### src/hw/rtl/logic_trace_pixel_decimator_macros.svh
// Assertion helpers for the decimator top-level RTL file
`ifndef LOGIC_TRACE_PIXEL_DECIMATOR_MACROS_SVH
`define LOGIC_TRACE_PIXEL_DECIMATOR_MACROS_SVH

// Property checked at every edge outside reset
`define LTPD_ASSERT(label, prop, msg) \
   label: assert property (@(posedge clock) disable iff (reset) (prop)) else $error(msg);

// Antecedent in this cycle, consequent in the next
`define LTPD_ASSERT_NEXT(label, ante, cons, msg) \
   label: assert property (@(posedge clock) disable iff (reset) (ante) |=> (cons)) \
      else $error(msg);

`endif

### src/hw/rtl/ltpd_pkg.sv
package ltpd_pkg;

   localparam int unsigned PIXEL_INDEX_BITS = 12;
   localparam int unsigned CHANNEL_COUNT    = 3;
   localparam int unsigned CHANNEL_SLOTS    = 3;
   localparam int unsigned SPP_BITS         = 18;
   localparam int unsigned SAMPLE_BITS      = 8;

   // Bit positions of the trace channels in a sample byte
   localparam int unsigned CH0_BIT = 0;
   localparam int unsigned CH1_BIT = 1;
   localparam int unsigned CH2_BIT = 4;

   localparam logic [SPP_BITS-1:0]      SPP_RESET     = SPP_BITS'(768);
   localparam logic [CHANNEL_SLOTS-1:0] CH_EN_RESET   = '1;

   typedef enum logic [1:0] {
      PIX_BLANK = 2'd0,
      PIX_LOW   = 2'd1,
      PIX_HIGH  = 2'd2,
      PIX_EDGE  = 2'd3
   } pix_code_type;

   typedef enum logic {
      CSR_SAMPLES_PER_PIXEL = 1'b0,
      CSR_CHANNEL_ENABLE    = 1'b1
   } csr_index_type;

   typedef struct packed {
      logic [SAMPLE_BITS-1:0] sample_byte;
      logic                   capture_start;
   } req_payload_type;

   typedef struct packed {
      logic [PIXEL_INDEX_BITS-1:0] pixel_index;
      pix_code_type                trace_ch1;
      pix_code_type                trace_ch2;
      pix_code_type                trace_ch3;
   } rsp_payload_type;

   // Group accumulator to pixel stage
   typedef struct packed {
      logic                     restart;
      logic                     close;
      logic [CHANNEL_SLOTS-1:0] seen_high;
      logic [CHANNEL_SLOTS-1:0] seen_low;
   } grp_info_type;

endpackage

### src/hw/rtl/ltpd_group.sv
module ltpd_group
   import ltpd_pkg::*;
(
   input  logic                  clock,
   input  logic                  reset,
   input  logic                  fire,
   input  req_payload_type       req,
   input  logic [SPP_BITS-1:0]   samples_per_pixel,
   output grp_info_type          grp
);

   logic [CHANNEL_SLOTS-1:0] and_ff, and_in;
   logic [CHANNEL_SLOTS-1:0] or_ff, or_in;
   logic [SPP_BITS-1:0]      count_ff, count_in;

   logic [CHANNEL_SLOTS-1:0] bits;
   logic [CHANNEL_SLOTS-1:0] and_next;
   logic [CHANNEL_SLOTS-1:0] or_next;
   logic [SPP_BITS-1:0]      count_next;
   logic [SPP_BITS-1:0]      limit;
   logic                     close;

   always_comb begin
      bits = {req.sample_byte[CH2_BIT], req.sample_byte[CH1_BIT], req.sample_byte[CH0_BIT]};
      // A capture start opens a fresh group with this sample as its first
      and_next   = (req.capture_start ? '1 : and_ff) & bits;
      or_next    = (req.capture_start ? '0 : or_ff) | bits;
      count_next = (req.capture_start ? '0 : count_ff) + SPP_BITS'(1);
      limit      = (samples_per_pixel == '0) ? SPP_BITS'(1) : samples_per_pixel;
      close      = (count_next == '0) || (count_next >= limit);

      and_in   = and_ff;
      or_in    = or_ff;
      count_in = count_ff;
      if (fire) begin
         if (close) begin
            and_in   = '1;
            or_in    = '0;
            count_in = '0;
         end else begin
            and_in   = and_next;
            or_in    = or_next;
            count_in = count_next;
         end
      end

      grp.restart   = req.capture_start;
      grp.close     = close;
      grp.seen_high = or_next;
      grp.seen_low  = ~and_next;
   end

   always_ff @(posedge clock) begin
      if (reset) begin
         and_ff   <= '1;
         or_ff    <= '0;
         count_ff <= '0;
      end else begin
         and_ff   <= and_in;
         or_ff    <= or_in;
         count_ff <= count_in;
      end
   end

endmodule

### src/hw/rtl/ltpd_pixel.sv
module ltpd_pixel
   import ltpd_pkg::*;
(
   input  logic                     clock,
   input  logic                     reset,
   input  logic                     fire,
   input  grp_info_type             grp,
   input  logic [CHANNEL_SLOTS-1:0] channel_enable,
   output rsp_payload_type          pixel
);

   pix_code_type                prev_ff [CHANNEL_SLOTS];
   pix_code_type                prev_in [CHANNEL_SLOTS];
   logic                        first_ff, first_in;
   logic [PIXEL_INDEX_BITS-1:0] index_ff, index_in;

   pix_code_type                prev_base [CHANNEL_SLOTS];
   pix_code_type                draw [CHANNEL_SLOTS];
   pix_code_type                level;
   logic                        first_base;
   logic [PIXEL_INDEX_BITS-1:0] index_base;

   always_comb begin
      first_base = grp.restart | first_ff;
      index_base = grp.restart ? '0 : index_ff;

      first_in = first_ff;
      index_in = index_ff;
      if (fire) begin
         first_in = grp.close ? 1'b0 : first_base;
         index_in = index_base;
         if (grp.close && (index_base != '1)) begin
            index_in = index_base + PIXEL_INDEX_BITS'(1);
         end
      end

      for (int i = 0; i < CHANNEL_SLOTS; i++) begin
         prev_base[i] = grp.restart ? PIX_LOW : prev_ff[i];
         prev_in[i]   = fire ? prev_base[i] : prev_ff[i];
         draw[i]      = PIX_BLANK;
         if (grp.seen_high[i] && grp.seen_low[i]) begin
            level = PIX_EDGE;
         end else if (grp.seen_high[i]) begin
            level = PIX_HIGH;
         end else begin
            level = PIX_LOW;
         end
         if ((i < CHANNEL_COUNT) && channel_enable[i]) begin
            draw[i] = level;
            // A level change against the last settled pixel shows as an edge, unless that pixel was an edge
            if (!first_base && (prev_base[i] != PIX_EDGE) && (prev_base[i] != level)) begin
               draw[i] = PIX_EDGE;
            end
            if (fire && grp.close) begin
               prev_in[i] = level;
            end
         end
      end

      pixel.pixel_index = index_base;
      pixel.trace_ch1   = draw[0];
      pixel.trace_ch2   = draw[1];
      pixel.trace_ch3   = draw[2];
   end

   always_ff @(posedge clock) begin
      if (reset) begin
         first_ff <= 1'b1;
         index_ff <= '0;
         for (int i = 0; i < CHANNEL_SLOTS; i++) begin
            prev_ff[i] <= PIX_LOW;
         end
      end else begin
         first_ff <= first_in;
         index_ff <= index_in;
         for (int i = 0; i < CHANNEL_SLOTS; i++) begin
            prev_ff[i] <= prev_in[i];
         end
      end
   end

endmodule

### src/hw/rtl/logic_trace_pixel_decimator.sv
// Channel  Direction  Handshake             Payload
// req      in         req_valid/req_stall   sample_byte, capture_start
// rsp      out        rsp_valid/rsp_stall   pixel_index, trace_ch1..3
// csr      in         csr_valid/csr_ready   csr_index, csr_data
//
// One sample per cycle unless stalled; rsp shows a pixel the cycle after its group's last sample.
// Group and pixel state update in the cycle of the transfer; the result register is the only stage.
// req_stall rises only while a pixel waits in the result register and rsp_stall is high.
// Synchronous reset restores samples_per_pixel = 768, all channels enabled, an empty group.
`include "logic_trace_pixel_decimator_macros.svh"

module logic_trace_pixel_decimator
   import ltpd_pkg::*;
(
   input  logic                  clock,
   input  logic                  reset,
   input  logic                  req_valid,
   output logic                  req_stall,
   input  req_payload_type       req_payload,
   output logic                  rsp_valid,
   input  logic                  rsp_stall,
   output rsp_payload_type       rsp_payload,
   input  logic                  csr_valid,
   output logic                  csr_ready,
   input  csr_index_type         csr_index,
   input  logic [SPP_BITS-1:0]   csr_data
);

   logic [SPP_BITS-1:0]      spp_ff, spp_in;
   logic [CHANNEL_SLOTS-1:0] ch_en_ff, ch_en_in;
   logic                     rsp_valid_ff, rsp_valid_in;
   rsp_payload_type          rsp_payload_ff, rsp_payload_in;

   logic            req_fire;
   logic            rsp_fire;
   grp_info_type    grp;
   rsp_payload_type pixel;

   assign csr_ready = 1'b1;
   assign rsp_fire  = rsp_valid_ff && !rsp_stall;
   assign req_stall = rsp_valid_ff && rsp_stall;
   assign req_fire  = req_valid && !req_stall;

   ltpd_group u_group (
      .clock             (clock),
      .reset             (reset),
      .fire              (req_fire),
      .req               (req_payload),
      .samples_per_pixel (spp_ff),
      .grp               (grp)
   );

   ltpd_pixel u_pixel (
      .clock          (clock),
      .reset          (reset),
      .fire           (req_fire),
      .grp            (grp),
      .channel_enable (ch_en_ff),
      .pixel          (pixel)
   );

   always_comb begin
      spp_in   = spp_ff;
      ch_en_in = ch_en_ff;
      if (csr_valid && csr_ready) begin
         unique case (csr_index)
            CSR_SAMPLES_PER_PIXEL: spp_in   = csr_data;
            CSR_CHANNEL_ENABLE:    ch_en_in = csr_data[CHANNEL_SLOTS-1:0];
            default:               spp_in   = spp_ff;
         endcase
      end
   end

   always_comb begin
      rsp_valid_in   = rsp_valid_ff;
      rsp_payload_in = rsp_payload_ff;
      if (rsp_fire) begin
         rsp_valid_in = 1'b0;
      end
      if (req_fire && grp.close) begin
         rsp_valid_in   = 1'b1;
         rsp_payload_in = pixel;
      end
   end

   always_ff @(posedge clock) begin
      if (reset) begin
         spp_ff       <= SPP_RESET;
         ch_en_ff     <= CH_EN_RESET;
         rsp_valid_ff <= 1'b0;
      end else begin
         spp_ff       <= spp_in;
         ch_en_ff     <= ch_en_in;
         rsp_valid_ff <= rsp_valid_in;
      end
   end

   always_ff @(posedge clock) begin
      rsp_payload_ff <= rsp_payload_in;
   end

   assign rsp_valid   = rsp_valid_ff;
   assign rsp_payload = rsp_payload_ff;

   `LTPD_ASSERT(a_stall_only_when_full, !req_stall || rsp_valid_ff, "input stalled with empty result register")
   `LTPD_ASSERT_NEXT(a_restart_index_zero, req_fire && req_payload.capture_start && grp.close, rsp_valid && (rsp_payload.pixel_index == '0), "first pixel of a capture not at index zero")
   `LTPD_ASSERT_NEXT(a_disabled_blank, req_fire && grp.close && !ch_en_ff[0], rsp_payload.trace_ch1 == PIX_BLANK, "disabled channel drew a pixel")
   `LTPD_ASSERT_NEXT(a_no_close_no_new, req_fire && !grp.close && rsp_fire, !rsp_valid, "result appeared without a closed group")

endmodule

### config.mk
export PLATFORM = sky130hd
export DESIGN_NAME = logic_trace_pixel_decimator
export DESIGN_NICKNAME = d
export VERILOG_FILES = /design/src/hw/rtl/ltpd_pkg.sv /design/src/hw/rtl/ltpd_group.sv /design/src/hw/rtl/ltpd_pixel.sv /design/src/hw/rtl/logic_trace_pixel_decimator.sv
export VERILOG_INCLUDE_DIRS = /design/src /design/src/hw/rtl
export SDC_FILE = /design/constraint.sdc
export NUM_CORES = 1
export LEC_CHECK = 0
export ABC_AREA = 1
export BUFFER_PORTS_ARGS = -buffer_cell sky130_fd_sc_hd__clkbuf_2
export CAP_MARGIN = 0
export CORE_ASPECT_RATIO = 0.75
export CORE_MARGIN = 2
export CORE_UTILIZATION = 62
export DETAILED_ROUTE_END_ITERATION = 10
export PLACE_DENSITY = 0.84
export SETUP_SLACK_MARGIN = 0.3
export SLEW_MARGIN = 20
export SYNTH_ARGS = -nofsm -noshare
export SYNTH_HDL_FRONTEND = slang
export SYNTH_SLANG_ARGS = --single-unit
### constraint.sdc
create_clock -name clock -period 7.8 [get_ports clock]
set_clock_uncertainty 0.05 [all_clocks]
set_input_delay 0 -clock clock [delete_from_list [all_inputs] [get_ports clock]]
set_output_delay 0 -clock clock [all_outputs]
set_load 0.01 [all_outputs]
==> results_dict.tcl <==
set metrics [dict create \
    grt_pass1_vias 4160 \
    die_h_um 79.7 \
    post-place-ws_ns 2.92 \
    grt_pass1_wl_um 19500 \
    layout-drive-gt1-share_pct 12.3 \
    cts_buffer_depth 2 \
    gp_congestion 0.911 \
    finalCritPeriodShare_pct 58.8 \
    seq_area_um2 1840 \
    coreArea_um2 7360 \
    multi_input_area_um2 2390 \
    synth_simple_gate_area_share_pct 29.5 \
    rsz0062_at_grt "false" \
    io-pin-count 54 \
    ys_ff_latch 83 \
    viasPerCell 5.55 \
    dieArea_um2 8370 \
    layout_commonest_cell "nand2_1" \
    netlist_area_um2 4740 \
    startpoint_type "primary input" \
    globalRouteOverflowTotal 0 \
    crit_end "u_pixel.index_ff[0]" \
    num-nets-final 780 \
    setup_tns_ns 0 \
    std_cell_rows 27 \
    clock_latency_ns 0.37 \
    r2r_cells 22 \
    first_iter_violations 374 \
    synth_xor_area_share_pct 1.85 \
    yosys.area_share.adder_pct 5.28 \
    synth.distinct_cells 39 \
    seq_power_share_pct 54.3 \
    pwr_density_cell_nw_per_um2 156 \
    wire_per_inst_um 14.0 \
    dpl.cell_count 787 \
    p_int_w 0.000608 \
    ant_nets 0 \
    num_antenna_cells 0 \
    die_w_um 105 \
    hp-class "primary input to flip-flop" \
    p_leak_nw 2.36 \
    vdd_ir_drop_max_v 0.000107 \
    crit_start "req_payload[0]" \
    clk_transition_reported_paths_ns 0.09 \
    cts-resized-gates 0 \
    fin_cells 833 \
    synth_compound_gate_area_share_pct 13.7 \
    period_needed_ns 4.59 \
    min_from "req_payload[5]" \
    firstDrtPassIters 5 \
    ctsHtreeMaxLevel 3 \
    numCtsBuffers 9 \
    cp_max_fo 31 \
    postLayoutSetupSlackWorst_ns 3.21 \
    path_class "primary input to flip-flop" \
    syn_avg_cell_area_um2 7.14 \
    cts_root_buf "clkbuf_8" \
    route.vias.total 4619 \
    synthCells 664 \
    syn_nets 717 \
    whs_ns 0.0255 \
    required_ns 8.05 \
    p_sw_w 0.000238 \
    clockPowerShare_pct 32.9 \
    status "completed" \
    timing.reg2reg.setup_slack_ns 3.58 \
    layout_common_cells "nand2_1 (162), inv_1 (90), nor2_1 (69), a21oi_1 (66), dfxtp_1 (65)" \
    p_sw_share_pct 28.2 \
    synth_top_family_by_area "simple AND/OR/NAND/NOR gates" \
    tritoncts "done" \
    r2r_start "u_group.count_ff[0]" \
    drc 0 \
    final-max-slew-violation-count 0 \
    dpl.hpwl_um 7540 \
    yosys_warnings 0 \
    synthMuxAreaShare_pct 0 \
    tightestPinTransition_ns 0.949 \
    timing.rr.end "u_pixel.index_ff[0]" \
    maxCapViolCount 0 \
    start_util_pct 64.4 \
    worstPathArrival_ns 4.83 \
    syn2layout_area_growth_pct 14.2 \
    grt_max_degree 35 \
    fill_cells 587 \
    grt.total_usage_pct 29.2 \
    power_frac_comb_pct 12.7 \
    drt-total-wl_um 11700 \
    hold_viol_final 0 \
    setup_violations 0 \
    yosysSeqAreaShare_pct 38.8 \
    clock_sinks 83 \
    grt_antenna_before_repair 0 \
    end_kind "flip-flop" \
    fmax_mhz 218 \
    max_slew_margin_pct 36.7 \
    io_buffers 47 \
]
==> power by group through the flow <==
stage | clock (W) | sequential, W | combinational [W]
finish | 0.000278 | 0.000460 | 0.000108
CTS | 0.000279 | 0.000459 | 0.000104
floorplan | 0 | 0.000469 | 0.0000695
global route | 0.000297 | 0.000461 | 0.000120
detailed placement | 0 | 0.000469 | 0.0000919
global placement | 0 | 0.000468 | 0.0000884
==> flip-flops by register name, summed over array words and instances, names as in the netlist <==
register / cells
spp_ff: 18
u_pixel.prev_ff: 6
u_pixel.index_ff: 12
u_group.count_ff: 18
ch_en_ff: 3
rsp_payload: 18
u_pixel.first_ff: 1
u_group.or_ff: 3
rsp_valid: 1
u_group.and_ff: 3
==> cells by family (layout without fill, tap and decap cells) <==
group,count (synthesis),count (layout)
AO/OA/AOI/OAI,118,118
XOR/XNOR,10,10
adder cells (fa/ha/maj),20,20
buffers and inverters,118,186
flip-flops,83,83
other,1,1
AND/OR/NAND/NOR,314,314
==> routing by layer <==
metal / wire length (um) / GRT usage (%)
met2: 5430 / 48.0
met1: 5150 / 38.4
met3: 955 / 7.84
met5: 0 / 0
met4: 134 / 7.73
==> area by class of cell <==
type                    count  share of cell area [%]
flip-flops and latches     83                    34.0
well taps                 101                    2.33
multi-input cells         463                    44.1
clock buffers              10                    2.36
inverters                  92                    6.38
repair buffers             78                    10.0
clock inverters             6                   0.763
==> synthesized netlist by cell type, drive strengths merged <==
cell type  number  area, um2
xnor2           7       61.3
nor4            4       25.0
xor2            3       26.3
nand4          17        113
nand3b          3       22.5
clkbuf         15       56.3
a21oi          66        330
o21bai          5       37.5
or2             3       18.8
a41o            1       10.0
nand2         170        668
a211oi          2       15.0
o211ai         10       75.1
dfxtp          65       1300
o311ai          2       17.5
conb            1       3.75
nor3           10       50.1
buf            11        110
nand3          29        170
ha             20        250
edfxtp         18        541
o21ai          32        164
and3            1       6.26
nor2           77        323
inv            92        345
==> how the worst min path moves through the flow <==
stage | slack, ns | cells past startpoint | endpoint
2_1_floorplan | 0.08 | 2 | ch_en_ff[0]
3_3_place_gp | 0.17 | 3 | spp_ff[9]
3_5_place_dp | 0.18 | 3 | spp_ff[8]
4_1_cts | 0.003 | 4 | spp_ff[0]
5_1_grt | 0.05 | 3 | u_group.and_ff[2]
6_report | 0.03 | 3 | u_group.and_ff[2]
==> critical path: stages <==
cell,delay (ns)
clkbuf_2,0.40
inv_2,0.64
nand2_1,0.14
inv_1,0.12
ha_1,0.23
nand4_1,0.22
inv_1,0.22
nand2_2,0.09
nor2_2,0.13
nand3_1,0.09
nand2_1,0.09
inv_1,0.07
ha_1,0.30
nand2_1,0.09
nor2_1,0.06
a211oi_1,0.17
nand2_1,0.09
a21oi_1,0.37
nand2_4,0.23
nand2_4,0.22
inv_1,0.42
nand3_1,0.20
nand2_1,0.07
a21oi_1,0.14
==> metrics by stage <==
step           utilization, %  instance area, um2  total power [W]
4_1_cts                  73.5                5410         0.000842
2_1_floorplan               -                4740         0.000538
3_3_place_gp             67.1                4940         0.000557
5_1_grt                  73.5                5410         0.000877
6_report                 73.5                5410         0.000846
3_5_place_dp             67.1                4940         0.000561
==> repair_timing <==
action	CTS	global route
hold buffers	30	0
hold endpoints to repair	24	0
setup buffers	0	0
Note: power is estimated with default switching activity, not from simulation.
